$ cat config.mk
export PLATFORM = sky130hd
export DESIGN_NAME = click_detect_slew_repair_core
export DESIGN_NICKNAME = d
export VERILOG_FILES = /design/src/rtl/cdsr_pkg.sv /design/src/rtl/click_detect_slew_repair_core.sv
export VERILOG_INCLUDE_DIRS = /design/src /design/src/rtl
export SDC_FILE = /design/constraint.sdc
export NUM_CORES = 2
export LEC_CHECK = 0
export BUFFER_PORTS_ARGS = -buffer_cell sky130_fd_sc_hd__buf_4
export CAP_MARGIN = 40
export CORE_ASPECT_RATIO = 1.75
export CORE_MARGIN = 1.5
export CORE_UTILIZATION = 40
export DETAILED_ROUTE_END_ITERATION = 7
export PLACE_DENSITY = 0.67
export SLEW_MARGIN = 20
export SYNTH_ARGS = -nofsm -noshare
export SYNTH_HDL_FRONTEND = slang
export SYNTH_SLANG_ARGS = --single-unit
$ cat constraint.sdc
create_clock -name clk_i -period 8.9 [get_ports clk_i]
set_input_delay 1.78 -clock clk_i [delete_from_list [all_inputs] [get_ports clk_i]]
set_output_delay 1.78 -clock clk_i [all_outputs]
set_load 0.01 [all_outputs]
$ cat src/rtl/click_detect_slew_repair_core_macros.svh
// Assertion macros for the click detect / slew repair core.
`ifndef CLICK_DETECT_SLEW_REPAIR_CORE_MACROS_SVH
`define CLICK_DETECT_SLEW_REPAIR_CORE_MACROS_SVH

// Same-cycle implication, sampled on clk_i, off while rst_ni is low.
`define CDSR_ASSERT_NOW(lbl, ante, cons, msg) \
  lbl: assert property (@(posedge clk_i) disable iff (!rst_ni) (ante) |-> (cons)) \
    else $error(msg);

// Next-cycle implication, sampled on clk_i, off while rst_ni is low.
`define CDSR_ASSERT_NEXT(lbl, ante, cons, msg) \
  lbl: assert property (@(posedge clk_i) disable iff (!rst_ni) (ante) |=> (cons)) \
    else $error(msg);

`endif

$ cat src/rtl/cdsr_pkg.sv
// Constants shared by the click detect / slew repair core.
package cdsr_pkg;

  // Parameter defaults
  localparam int unsigned DEF_CHANNELS       = 2;
  localparam int unsigned DEF_SAMPLE_BITS    = 24;
  localparam int unsigned DEF_LOG_TABLE_BITS = 8;

  // Register indexes
  localparam logic [2:0] CFG_THRESHOLD = 3'd0;
  localparam logic [2:0] CFG_SMOOTHING = 3'd1;
  localparam logic [2:0] CFG_MIX       = 3'd2;
  localparam logic [2:0] CFG_RATE      = 3'd3;
  localparam logic [2:0] CFG_MOD_EN    = 3'd4;

  localparam int unsigned CFG_IDX_W  = 3;
  localparam int unsigned CFG_DATA_W = 18;

  // Register widths and reset values
  localparam int unsigned THR_BITS   = 16;
  localparam int unsigned CENT_BITS  = 11;
  localparam int unsigned WET_BITS   = 16;
  localparam int unsigned RATE_BITS  = 18;
  localparam int unsigned MOD_BITS   = 3;

  localparam logic [THR_BITS-1:0]  THR_RESET  = 16'd6554;
  localparam logic [CENT_BITS-1:0] CENT_RESET = 11'd500;
  localparam logic [WET_BITS-1:0]  WET_RESET  = 16'd65535;
  localparam logic [RATE_BITS-1:0] RATE_RESET = 18'd48000;
  localparam logic [MOD_BITS-1:0]  MOD_RESET  = 3'd0;

  // mod_enable bit positions
  localparam int unsigned MOD_THR_BIT  = 0;
  localparam int unsigned MOD_CENT_BIT = 1;
  localparam int unsigned MOD_WET_BIT  = 2;

  // Arithmetic constants
  localparam int unsigned SLEW_COEF    = 6554;    // 0.1 in Q0.16
  localparam int unsigned THR_MIN_Q16  = 655;     // 0.01
  localparam int unsigned THR_SPAN_Q16 = 64881;   // 1.0 - 0.01
  localparam longint unsigned LOG2_200_Q16 = 500948;
  localparam longint unsigned EXP_C1 = 45602;
  localparam longint unsigned EXP_C2 = 14815;
  localparam longint unsigned EXP_C3 = 5116;

  // Hold counter
  localparam int unsigned HOLD_BITS = 12;
  localparam int unsigned HOLD_MAX  = 4095;

  // centims * rate / 100000 = ((prod >> 5) * RECIP) >> 36, exact for prod < 2^29
  localparam int unsigned HOLD_PROD_W   = CENT_BITS + RATE_BITS;
  localparam int unsigned DIV_PRE_SHIFT = 5;
  localparam int unsigned DIV_RECIP     = 21990233;
  localparam int unsigned DIV_RECIP_W   = 25;
  localparam int unsigned DIV_SHIFT     = 36;
  localparam int unsigned DIV_FULL_W    = HOLD_PROD_W - DIV_PRE_SHIFT + DIV_RECIP_W;
  localparam int unsigned HOLD_Q_W      = DIV_FULL_W - DIV_SHIFT;

endpackage

$ cat src/rtl/click_detect_slew_repair_core.sv
// Click detect / slew repair core: per-channel state memory and sample datapath.
//
// Sequence: ST_DET, ST_DIV, ST_UPD, ST_MIX, ST_OUT; ST_OUT waits for a free output.
// Input: no new word is taken until the read-modify-write sequence over the
//   single-port channel state memory ends; a stalled output word delays it further.
// Reset: config registers return to defaults, all channel state reads as zero
//   through per-entry valid bits; no clearing pass, word accepted right after reset.
`include "click_detect_slew_repair_core_macros.svh"

module click_detect_slew_repair_core import cdsr_pkg::*; #(
  parameter int unsigned CHANNELS       = DEF_CHANNELS,
  parameter int unsigned SAMPLE_BITS    = DEF_SAMPLE_BITS,
  parameter int unsigned LOG_TABLE_BITS = DEF_LOG_TABLE_BITS
) (
  input  logic                          clk_i,
  input  logic                          rst_ni,
  // input words
  input  logic                          in_valid_i,
  output logic                          in_stall_o,
  input  logic                          channel_i,
  input  logic signed [SAMPLE_BITS-1:0] sample_in_i,
  input  logic [THR_BITS-1:0]           threshold_cv_i,
  input  logic [15:0]                   smoothing_cv_i,
  input  logic [WET_BITS-1:0]           amount_cv_i,
  // output words
  output logic                          out_valid_o,
  input  logic                          out_stall_i,
  output logic                          channel_out_o,
  output logic signed [SAMPLE_BITS-1:0] sample_out_o,
  output logic                          click_detected_o,
  output logic                          repairing_o,
  // configuration
  input  logic                          cfg_we_i,
  input  logic [CFG_IDX_W-1:0]          cfg_idx_i,
  input  logic [CFG_DATA_W-1:0]         cfg_wdata_i
);

  localparam int unsigned SB    = SAMPLE_BITS;
  localparam int unsigned CH_W  = (CHANNELS > 1) ? $clog2(CHANNELS) : 1;
  localparam int unsigned EW    = 2 * SB + HOLD_BITS;   // {prev, slew, hold}
  localparam int unsigned TAB_N = 1 << LOG_TABLE_BITS;
  localparam longint unsigned TAB_DEN = TAB_N - 1;
  localparam int unsigned SP_W  = SB + 15;              // slew product
  localparam int unsigned MP_W  = SB + 18;              // mix product / sum
  localparam int unsigned CMP_W = SB + 17;              // click compare

  localparam logic signed [14:0] SLEW_C = 15'(SLEW_COEF);
  localparam logic signed [MP_W-1:0] SAT_MAX = MP_W'((64'd1 << (SB - 1)) - 64'd1);
  localparam logic signed [MP_W-1:0] SAT_MIN = -SAT_MAX - MP_W'(1);

  // Sequencer codes
  localparam logic [2:0] ST_IDLE = 3'd0;  // waiting for a word, memory read on accept
  localparam logic [2:0] ST_DET  = 3'd1;  // click test, hold product, slew product
  localparam logic [2:0] ST_DIV  = 3'd2;  // hold samples by reciprocal multiply
  localparam logic [2:0] ST_UPD  = 3'd3;  // state update, memory write-back
  localparam logic [2:0] ST_MIX  = 3'd4;  // wet difference times mix
  localparam logic [2:0] ST_OUT  = 3'd5;  // round, saturate, load output register

  // ---------------------------------------------------------------------------
  // Smoothing log table: 0.1..20 ms in centims, built at elaboration.
  // ---------------------------------------------------------------------------
  logic [CENT_BITS-1:0] cent_tab [TAB_N];

  for (genvar k = 0; k < TAB_N; k++) begin : g_tab
    localparam longint unsigned E  = (64'(k) * LOG2_200_Q16 + TAB_DEN / 2) / TAB_DEN;
    localparam longint unsigned EI = (E >> 16) & 64'd15;
    localparam longint unsigned EF = E & 64'hFFFF;
    localparam longint unsigned P1 = (EXP_C3 * EF) >> 16;
    localparam longint unsigned P2 = ((P1 + EXP_C2) * EF) >> 16;
    localparam longint unsigned P3 = ((P2 + EXP_C1) * EF) >> 16;
    localparam longint unsigned PP = P3 + 64'd65536;
    localparam longint unsigned CC = (((64'd10 * PP) << EI) + 64'd32768) >> 16;
    assign cent_tab[k] = CENT_BITS'(CC);
  end

  // ---------------------------------------------------------------------------
  // Configuration registers
  // ---------------------------------------------------------------------------
  logic [THR_BITS-1:0]  thr_reg_q;
  logic [CENT_BITS-1:0] cent_reg_q;
  logic [WET_BITS-1:0]  wet_reg_q;
  logic [RATE_BITS-1:0] rate_reg_q;
  logic [MOD_BITS-1:0]  mod_en_q;

  always_ff @(posedge clk_i or negedge rst_ni) begin
    if (!rst_ni) begin
      thr_reg_q  <= THR_RESET;
      cent_reg_q <= CENT_RESET;
      wet_reg_q  <= WET_RESET;
      rate_reg_q <= RATE_RESET;
      mod_en_q   <= MOD_RESET;
    end else if (cfg_we_i) begin
      case (cfg_idx_i)
        CFG_THRESHOLD: thr_reg_q  <= cfg_wdata_i[THR_BITS-1:0];
        CFG_SMOOTHING: cent_reg_q <= cfg_wdata_i[CENT_BITS-1:0];
        CFG_MIX:       wet_reg_q  <= cfg_wdata_i[WET_BITS-1:0];
        CFG_RATE:      rate_reg_q <= cfg_wdata_i[RATE_BITS-1:0];
        CFG_MOD_EN:    mod_en_q   <= cfg_wdata_i[MOD_BITS-1:0];
        default: ;  // unknown index: ignored
      endcase
    end
  end

  // ---------------------------------------------------------------------------
  // Sequencer and handshake
  // ---------------------------------------------------------------------------
  logic [2:0] step_q, step_d;
  logic       in_acc;
  logic       out_valid_q;
  logic       out_free;

  assign in_stall_o = (step_q != ST_IDLE);
  assign in_acc     = in_valid_i && !in_stall_o;
  assign out_free   = !out_valid_q || !out_stall_i;

  always_comb begin
    step_d = step_q;
    case (step_q)
      ST_IDLE: if (in_acc) step_d = ST_DET;
      ST_DET:  step_d = ST_DIV;
      ST_DIV:  step_d = ST_UPD;
      ST_UPD:  step_d = ST_MIX;
      ST_MIX:  step_d = ST_OUT;
      ST_OUT:  if (out_free) step_d = ST_IDLE;
      default: step_d = ST_IDLE;
    endcase
  end

  always_ff @(posedge clk_i or negedge rst_ni) begin
    if (!rst_ni) begin
      step_q <= ST_IDLE;
    end else begin
      step_q <= step_d;
    end
  end

  // ---------------------------------------------------------------------------
  // Accept: capture the word, resolve the controls, read the channel entry.
  // Threshold CV maps to 0.01..1 in Q0.16.
  // ---------------------------------------------------------------------------
  logic [CH_W-1:0]      ch_in;
  logic [31:0]          thr_prod;
  logic [THR_BITS-1:0]  thr_in;
  logic [CENT_BITS-1:0] cent_in;
  logic [WET_BITS-1:0]  wet_in;

  // with one channel the channel bit is ignored, so every word maps to entry 0
  assign ch_in    = (CHANNELS > 1) ? CH_W'(channel_i) : '0;
  assign thr_prod = 32'(threshold_cv_i) * 32'(THR_SPAN_Q16);
  assign thr_in   = mod_en_q[MOD_THR_BIT] ? THR_BITS'(thr_prod[31:16] + 16'(THR_MIN_Q16))
                                          : thr_reg_q;
  assign cent_in  = mod_en_q[MOD_CENT_BIT]
                  ? cent_tab[smoothing_cv_i[15 -: LOG_TABLE_BITS]] : cent_reg_q;
  assign wet_in   = mod_en_q[MOD_WET_BIT] ? amount_cv_i : wet_reg_q;

  logic signed [SB-1:0] x_q;
  logic                 chbit_q;
  logic [CH_W-1:0]      ch_q;
  logic [THR_BITS-1:0]  thr_q;
  logic [CENT_BITS-1:0] cent_q;
  logic [WET_BITS-1:0]  wet_q;

  always_ff @(posedge clk_i) begin
    if (in_acc) begin
      x_q     <= sample_in_i;
      chbit_q <= channel_i;
      ch_q    <= ch_in;
      thr_q   <= thr_in;
      cent_q  <= cent_in;
      wet_q   <= wet_in;
    end
  end

  // ---------------------------------------------------------------------------
  // Channel state memory, one entry per channel. Valid bits make a never written
  // entry read as zero. Read on accept, written back in ST_UPD; the sequencer
  // takes no new word before the write-back, so no forwarding is needed.
  // ---------------------------------------------------------------------------
  logic [EW-1:0]       mem [CHANNELS];
  logic [EW-1:0]       rd_q;
  logic                rd_vld_q;
  logic [CHANNELS-1:0] ent_vld_q;
  logic                mem_we;
  logic [EW-1:0]       wr_data;

  assign mem_we = (step_q == ST_UPD);

  always_ff @(posedge clk_i) begin
    if (mem_we) begin
      mem[ch_q] <= wr_data;
    end
    if (in_acc) begin
      rd_q <= mem[ch_in];
    end
  end

  always_ff @(posedge clk_i or negedge rst_ni) begin
    if (!rst_ni) begin
      ent_vld_q <= '0;
      rd_vld_q  <= 1'b0;
    end else begin
      if (mem_we) ent_vld_q[ch_q] <= 1'b1;
      if (in_acc) rd_vld_q <= ent_vld_q[ch_in];
    end
  end

  // ---------------------------------------------------------------------------
  // ST_DET: click test, hold product, slew step product.
  // ---------------------------------------------------------------------------
  logic signed [SB-1:0]    prev_r, slew_r;
  logic [HOLD_BITS-1:0]    hold_r;
  logic signed [SB:0]      delta;
  logic [SB:0]             delta_abs;
  logic [CMP_W-1:0]        cmp_lhs, cmp_rhs;
  logic signed [SB:0]      slew_diff;
  logic signed [SP_W-1:0]  slew_prod_d;

  assign prev_r = rd_vld_q ? rd_q[EW-1 -: SB] : '0;
  assign slew_r = rd_vld_q ? rd_q[SB+HOLD_BITS-1 -: SB] : '0;
  assign hold_r = rd_vld_q ? rd_q[HOLD_BITS-1:0] : '0;

  assign delta     = (SB+1)'(x_q) - (SB+1)'(prev_r);
  assign delta_abs = delta[SB] ? (SB+1)'(-delta) : (SB+1)'(delta);
  // |jump| * 2^16 > thr * 2^(SB-1)
  assign cmp_lhs   = CMP_W'(delta_abs) << 16;
  assign cmp_rhs   = CMP_W'(thr_q) << (SB - 1);

  assign slew_diff   = (SB+1)'(x_q) - (SB+1)'(slew_r);
  assign slew_prod_d = SP_W'(slew_diff) * SP_W'(SLEW_C);

  logic                     click_q;
  logic [HOLD_PROD_W-1:0]   hprod_q;
  logic signed [SP_W-1:0]   slew_prod_q;
  logic signed [SB-1:0]     slew_old_q;
  logic [HOLD_BITS-1:0]     hold_old_q;

  always_ff @(posedge clk_i) begin
    if (step_q == ST_DET) begin
      click_q     <= (cmp_lhs > cmp_rhs);
      hprod_q     <= HOLD_PROD_W'(cent_q) * HOLD_PROD_W'(rate_reg_q);
      slew_prod_q <= slew_prod_d;
      slew_old_q  <= slew_r;
      hold_old_q  <= hold_r;
    end
  end

  // ---------------------------------------------------------------------------
  // ST_DIV: samples = centims * rate / 100000 via reciprocal.
  // ---------------------------------------------------------------------------
  logic [DIV_FULL_W-1:0] recip_prod;
  logic [HOLD_Q_W-1:0]   hq_q;

  assign recip_prod = DIV_FULL_W'(hprod_q[HOLD_PROD_W-1:DIV_PRE_SHIFT])
                    * DIV_FULL_W'(DIV_RECIP);

  always_ff @(posedge clk_i) begin
    if (step_q == ST_DIV) begin
      hq_q <= recip_prod[DIV_FULL_W-1:DIV_SHIFT];
    end
  end

  // ---------------------------------------------------------------------------
  // ST_UPD: reload/decrement hold, slew or bypass, write the entry back.
  // ---------------------------------------------------------------------------
  logic [HOLD_BITS-1:0]   hold_sat, hold_new, wr_hold;
  logic                   rep;
  logic signed [SP_W-1:0] slew_adj;
  logic signed [SB:0]     slew_sum;
  logic signed [SB-1:0]   proc;

  assign hold_sat = (hq_q > HOLD_Q_W'(HOLD_MAX)) ? HOLD_BITS'(HOLD_MAX)
                                                 : HOLD_BITS'(hq_q);
  assign hold_new = click_q ? hold_sat : hold_old_q;
  assign rep      = (hold_new != '0);
  assign wr_hold  = rep ? hold_new - HOLD_BITS'(1) : hold_new;

  // floor((d * 0.1 + half) / 2^16)
  assign slew_adj = (slew_prod_q + SP_W'(32768)) >>> 16;
  assign slew_sum = (SB+1)'(slew_old_q) + (SB+1)'(slew_adj);
  assign proc     = rep ? SB'(slew_sum) : x_q;

  assign wr_data  = {x_q, proc, wr_hold};

  logic signed [SB:0] wdiff_q;
  logic               rep_q;

  always_ff @(posedge clk_i) begin
    if (step_q == ST_UPD) begin
      wdiff_q <= (SB+1)'(proc) - (SB+1)'(x_q);
      rep_q   <= rep;
    end
  end

  // ---------------------------------------------------------------------------
  // ST_MIX: x*(1-w) + p*w = x + (p-x)*w
  // ---------------------------------------------------------------------------
  logic signed [MP_W-1:0] mix_prod_q;

  always_ff @(posedge clk_i) begin
    if (step_q == ST_MIX) begin
      mix_prod_q <= MP_W'(wdiff_q) * MP_W'($signed({1'b0, wet_q}));
    end
  end

  // ---------------------------------------------------------------------------
  // ST_OUT: round, saturate, output register.
  // ---------------------------------------------------------------------------
  logic signed [MP_W-1:0] mix_sum, mix_shr;
  logic signed [SB-1:0]   mix_sat;

  assign mix_sum = (MP_W'(x_q) <<< 16) + mix_prod_q + MP_W'(32768);
  assign mix_shr = mix_sum >>> 16;
  assign mix_sat = (mix_shr > SAT_MAX) ? SB'(SAT_MAX)
                 : (mix_shr < SAT_MIN) ? SB'(SAT_MIN) : SB'(mix_shr);

  logic                 out_load;
  logic                 out_ch_q;
  logic signed [SB-1:0] out_sample_q;
  logic                 out_click_q;
  logic                 out_rep_q;

  assign out_load = (step_q == ST_OUT) && out_free;

  always_ff @(posedge clk_i or negedge rst_ni) begin
    if (!rst_ni) begin
      out_valid_q <= 1'b0;
    end else if (out_load) begin
      out_valid_q <= 1'b1;
    end else if (!out_stall_i) begin
      out_valid_q <= 1'b0;
    end
  end

  always_ff @(posedge clk_i) begin
    if (out_load) begin
      out_ch_q     <= chbit_q;
      out_sample_q <= mix_sat;
      out_click_q  <= click_q;
      out_rep_q    <= rep_q;
    end
  end

  assign out_valid_o      = out_valid_q;
  assign channel_out_o    = out_ch_q;
  assign sample_out_o     = out_sample_q;
  assign click_detected_o = out_click_q;
  assign repairing_o      = out_rep_q;

  // ---------------------------------------------------------------------------
  // Assertions
  // ---------------------------------------------------------------------------
  `CDSR_ASSERT_NEXT(a_accept_starts, in_valid_i && !in_stall_o, step_q == ST_DET, "accepted word did not start the sequence")
  `CDSR_ASSERT_NEXT(a_out_loaded, step_q == ST_OUT && out_free, out_valid_o && step_q == ST_IDLE, "result not loaded into free output register")
  `CDSR_ASSERT_NOW(a_hold_below_max, mem_we, wr_hold != HOLD_BITS'(HOLD_MAX), "hold counter written back without decrement")
  `CDSR_ASSERT_NOW(a_upd_after_div, step_q == ST_UPD, $past(step_q) == ST_DIV, "write-back reached without hold division")

endmodule

# Word-level counts from Yosys, hierarchy flattened

Memory sizes are Yosys's and may differ from the RTL's. A register that Yosys moved wholly into a read port is not among the register bits.
Index checks and enable logic that the tools add are counted.

Register bits: 351
RAM bits: 120
Memory bits (read-only): 2816
Output and inout bits: 29
Logic and storage cells: 107
Memories kept: 2

Memories:

| name            | depth | bits a word | rd ports | clocked after Yosys merged registers in | wr ports | line                                 | RTL |
|---|---|---|---|---|---|---|---|
| (no name shown) | 256   | 11          | 1        | 0                                       | 0        | click_detect_slew_repair_core.sv:153 | `? cent_tab[smoothing_cv_i[15 -: LOG_TABLE_BITS]] : cent_reg_q;` |
| mem             | 2     | 60          | 1        | 1                                       | 1        | click_detect_slew_repair_core.sv:179 | `logic [EW-1:0] mem [CHANNELS];` |

Add/subtract/negate cells: 10
Multipliers: 5
$lt $le $gt $ge: 8
Eq/ne operators: 12
Mux-type cells: 24
Bitwise gates (word level): 2
Reduce and logical (&&, ||, !) cells: 17

Operator list:

| cell                   | count |
|---|---|
| $mux 24                | 4 |
| $sub 24x24->25         | 3 |
| $mul 24x25->49 const B | 1 |
| $add 40x42->42         | 1 |
| $add 42x17->42 const B | 1 |
| $mul 25x17->42         | 1 |
| $gt 41x39->1           | 1 |
| $add 39x17->39 const B | 1 |
| $mul 25x13->38 const B | 1 |
| $mux 12                | 3 |
| $mux 11                | 3 |
| $mul 16x16->32 const B | 1 |
| $mux 16                | 2 |
| $mul 11x18->29         | 1 |
| $gt 26x24->1 const B   | 1 |
| $lt 26x24->1 const B   | 1 |
| $mux 25                | 1 |
| $neg 25->25            | 1 |
| $add 24x23->24         | 1 |
| $pmux 3 s6             | 1 |
| $add 16x10->16 const B | 1 |
| $gt 13x12->1 const B   | 1 |
| $eq 3x2->1 const B     | 4 |
| $reduce_and 2->1       | 6 |
| other kinds (19)       | 36 |

# Longest topological paths before layout

Depth in word-level cells: 6
Depth in mapped cells: 33

# Worst setup path before layout

Ideal clock, no wire load.

Path type: input to register
Start point: in threshold_cv_i[3]
End point: reg thr_q[12] (data pin)
Setup time: 260 ps
Data arrival time: 8134 ps
Data required time: 8640 ps
Path slack: 506 ps
Cell stages on the path: 24
Path buffers: 0
Cells stage by stage: inv_1 fa_1 inv_1 fa_1 fa_1 fa_1 fa_1 inv_1 fa_1 inv_1 ha_1 a21o_1 a2111o_1 a31oi_2 xnor2_1 inv_1 ha_1 or3b_1 a41oi_1 o211ai_1 a221o_1 nor2b_1 xnor2_1 mux2_2

Word-level cells in the longest chain between the ends: 3

RTL lines:

| item                   | line                                 | RTL |
|---|---|---|
| start: declaration     | click_detect_slew_repair_core.sv:22  | `input logic [THR_BITS-1:0] threshold_cv_i,` |
| $mul 16x16->32         | click_detect_slew_repair_core.sv:149 | `assign thr_prod = 32'(threshold_cv_i) * 32'(THR_SPAN_Q16);` |
| $add 16x10->16         | click_detect_slew_repair_core.sv:150 | `assign thr_in = mod_en_q[MOD_THR_BIT] ? THR_BITS'(thr_prod[31:16] + 16'(THR_MIN_Q16))` |
| $mux 16                | click_detect_slew_repair_core.sv:150 |  |
| named net thr_in[12]   | click_detect_slew_repair_core.sv:143 | `logic [THR_BITS-1:0] thr_in;` |
| end signal: assignment | click_detect_slew_repair_core.sv:168 | `thr_q <= thr_in;` |
| end: declaration       | click_detect_slew_repair_core.sv:159 | `logic [THR_BITS-1:0] thr_q;` |

The timed path passes the listed nets, and every way through them passes these cells.
A chain may end at the register's enable or synchronous reset.

# Final worst setup path

Start point: reg rd_vld_q
End point: reg slew_prod_q[38] (data pin)

Word-level cells in the longest chain between the ends: 3

RTL lines:

| item                      | line                                 | RTL |
|---|---|---|
| start: declaration        | click_detect_slew_repair_core.sv:181 | `logic rd_vld_q;` |
| start signal: assignment  | click_detect_slew_repair_core.sv:203 | `if (in_acc) rd_vld_q <= ent_vld_q[ch_in];` |
| $mux 24                   | click_detect_slew_repair_core.sv:219 | `assign slew_r = rd_vld_q ? rd_q[SB+HOLD_BITS-1 -: SB] : '0;` |
| $sub 24x24->25            | click_detect_slew_repair_core.sv:228 | `assign slew_diff = (SB+1)'(x_q) - (SB+1)'(slew_r);` |
| $mul 25x13->38            | click_detect_slew_repair_core.sv:229 | `assign slew_prod_d = SP_W'(slew_diff) * SP_W'(SLEW_C);` |
| named net slew_prod_d[38] | click_detect_slew_repair_core.sv:216 | `logic signed [SP_W-1:0] slew_prod_d;` |
| end signal: assignment    | click_detect_slew_repair_core.sv:241 | `slew_prod_q <= slew_prod_d;` |
| end: declaration          | click_detect_slew_repair_core.sv:233 | `logic signed [SP_W-1:0] slew_prod_q;` |

The timed path passes the listed nets, and every way through them passes these cells.

==> impl_metrics.tcl <==
set metrics [dict create \
    ff2ff_path_depth 31 \
    synthesis.area_sq_mm 0.0669 \
    fp.dieW_microns 312 \
    number_of_port_buffers 119 \
    critical_path_required_ns 9.29 \
    drc 0 \
    synth_cells 6708 \
    clk_latency_ns 0.64 \
    ant_nets 0 \
    critical_path.startpoint_type "flip-flop" \
    avgViaCountPerCell 5.22 \
    maximum_fanout_count_along_the_critical_path 25 \
    grt_first_pass_wirelength_microns 277000 \
    timing.setup.critical_path_class "reg -> reg" \
    detail_route.wl_per_cell_microns 19.2 \
    hold_class "reg -> reg" \
    first_global_vias 51800 \
    setup.worst_path.end_class "flip-flop" \
    die_area_sq_mm 0.170 \
    place_worst_setup_slack_ns 0.0960 \
    finalWeightedCongestion 0.956 \
    critical_path.max_stage_delay_ns 0.62 \
    finalSetupViolCount 0 \
    cts_num_sinks 497 \
    yosysUniqueCellTypes 105 \
    layout.nets 8618 \
    max-cap-violations 0 \
    route.vias.total 47100 \
    cts_root_buffer "sky130_fd_sc_hd__clkbuf_16" \
    leading_cell_type_in_the_layout_fill_and_taps_excluded "sky130_fd_sc_hd__inv_1" \
    outcome "finished clean" \
    seq_area_frac_synth_pct 21.9 \
    grt_use_total_pct 20.8 \
    synth_edf_count 426 \
    clock.fmax_ghz 0.119 \
    clkSlewWorstSetupHoldPaths_ns 0.08 \
    synth.ff_latch_count 497 \
    final_min_period_over_clock_period_pct 94.8 \
    grt_setup_unrepaired "false" \
    critical_path.slowest_cell "sky130_fd_sc_hd__dfrtp_4" \
    hold_viol 0 \
    route.met3.wl_microns 5700 \
    final_layout_size_suffix_gt1_share_pct 8.06 \
    num_rows 198 \
    postSynthNetCount 8546 \
    fp.dieH_microns 544 \
    drt-initial-drc-count 2482 \
    cts_tree "yes" \
    starting_density_pct 40.2 \
    met2_length_microns 94300 \
    floorplan_core_area_sq_mm 0.166 \
    total_clock_buffers_created_by_cts 49 \
    synthArstFlopShare_pct 14.3 \
    grt_start_max_net_pins 85 \
    fillerInstances 15700 \
    grt_overflow_total 0 \
    grt_antenna_before_repair 5 \
    synthesis.area_per_instance_sq_um 9.97 \
    cts_max_level 2 \
    layout_common_cells "sky130_fd_sc_hd__inv_1 (1414), sky130_fd_sc_hd__fa_1 (923), sky130_fd_sc_hd__ha_1 (816)" \
    total_negative_slack_ns 0 \
    met1Wirelength_microns 61300 \
    timing.final.ws_setup_ns 0.464 \
    final_critical_delay_including_setup_and_external_delays_ns 8.44 \
    synth-main-ff-cell "sky130_fd_sc_hd__edfxtp_1" \
    synth.yosys.warnings 0 \
    maxSlewHeadroom_pct 38.6 \
    clock_path_buffers 3 \
    floorplan.io_pins 128 \
    slew_viol_final 0 \
    syn_to_final_growth_pct 8.26 \
    cpMostUsedCell "sky130_fd_sc_hd__inv_1" \
    first_pass_detailed_route_iteration_total 8 \
    detail_route.wirelength_microns 173000 \
    worst_hold_path.num_cells 0 \
    dpl.hpwl_microns 141000 \
    worst_margin_pin_slew_ns 0.921 \
    top_layer "met5" \
    timing.clock.skew_ns 0.0315 \
    worstPathArrival_ns 8.82 \
]
==> area by class of cell <==
type	instances	area [sq um]	share of cell area, %
repair buffers	228	1890	2.61
clock inverters	32	297	0.410
multi-input cells	4586	46200	63.8
inverters	1418	5320	7.35
clock buffers	59	1290	1.79
flip-flops and latches	497	14600	20.2
well taps	2200	2750	3.80
diodes	3	7.51	0.0104
==> final timing paths <==
| kind | from | endpoint | slack, ns |
|---|---|---|---|
| max | rd_vld_q | slew_prod_q[38] | 0.46 |
| min | rep_q | repairing_o | 0.42 |
| max reg2reg | rd_vld_q | slew_prod_q[38] | 0.46 |
| min reg2reg | rep_q | repairing_o | 0.42 |
| max in group asynchronous | rst_ni | wet_reg_q[14] | 7.07 |
| min in group asynchronous | rst_ni | rate_reg_q[0] | 1.01 |
==> cell families (layout without fill, tap and decap cells) <==
kind of cell	Yosys count	count (layout)	share of synthesized area (%)
buffers and inverters	1625	1737	9.20
flip-flops	497	497	21.9
AO/OA/AOI/OAI	887	887	8.60
multiplexers	158	158	2.74
AND/OR/NAND/NOR	1488	1488	10.6
adder cells (fa/ha/maj)	1739	1739	42.9
XOR/XNOR	314	314	4.12
other	0	3	0
==> stage by stage <==
stage,hold WS [ns],util (%),instance area (sq um),cells
floorplan,0.400,-,66900,6708
global placement,0.407,42.4,70400,8914
detailed placement,0.407,42.5,70600,8923
CTS,0.427,43.4,72200,9014
global route,0.441,43.5,72400,9021
finish,0.424,43.5,72400,9023
==> critical path, delay by kind of cell, from the launching register on <==
family / cells / cell delay, ns
DFF: 1 / 0.62
xor gates and xnor gates: 2 / 0.33
and+or+nand+nor: 7 / 1.38
AOI/OAI and AO/OA: 11 / 2.83
adders and majority gates: 6 / 2.61
buffers and inverters: 5 / 0.39
==> metal layers <==
metal	global-route usage, %	vias to the layer above
li1	-	21800
met1	21.6	23700
met2	40.3	1163
met3	1.76	474
met4	12.4	4
met5	0	-
==> flip-flops by register name (all words and copies together), names as in the netlist, 18 cells and up <==
signal and cells:
mem 120, wdiff_q 25, mix_prod_q 27, hprod_q 24
slew_old_q 24, x_q 24, rd_q 60, sample_out_o 24
rate_reg_q 18, slew_prod_q 24
==> synthesized netlist by cell type (all sizes together), types with 11 or more instances <==
cell / n / share of area (%)
inv: 1416 / 7.9
fa: 923 / 28
ha: 816 / 15
nand2: 618 / 3.5
edfxtp: 426 / 19
nor2: 264 / 1.5
a21oi: 256 / 1.9
and2: 252 / 2.4
o21ai: 193 / 1.5
xnor2: 190 / 2.5
clkbuf: 185 / 1.1
mux2: 141 / 2.4
xor2: 124 / 1.6
a21o: 121 / 1.4
nand3: 73 / 0.55
nor3: 71 / 0.53
o21a: 44 / 0.49
a31oi: 43 / 0.41
nor2b: 38 / 0.36
dfstp: 36 / 1.4
dfrtp: 35 / 1.3
o211ai: 31 / 0.35
nand4: 29 / 0.27
nand2b: 28 / 0.26
and3: 27 / 0.25
buf: 19 / 0.13
or3: 18 / 0.17
o21bai: 17 / 0.19
and4: 16 / 0.21
a211oi: 15 / 0.18
o31ai: 15 / 0.19
o22ai: 14 / 0.13
or2: 12 / 0.11
a211o: 11 / 0.14
mux2i: 11 / 0.16
==> timing repair <==
action,in CTS,in global routing
resized for setup,0,10
hold endpoints to repair,0,0
buffers inserted,0,0
hold buffers,0,0
setup endpoints to repair,0,6
Power is left out: the tool's default activity adds up to more than one toggle a clock period on the data nets, which glitch-free logic cannot reach.
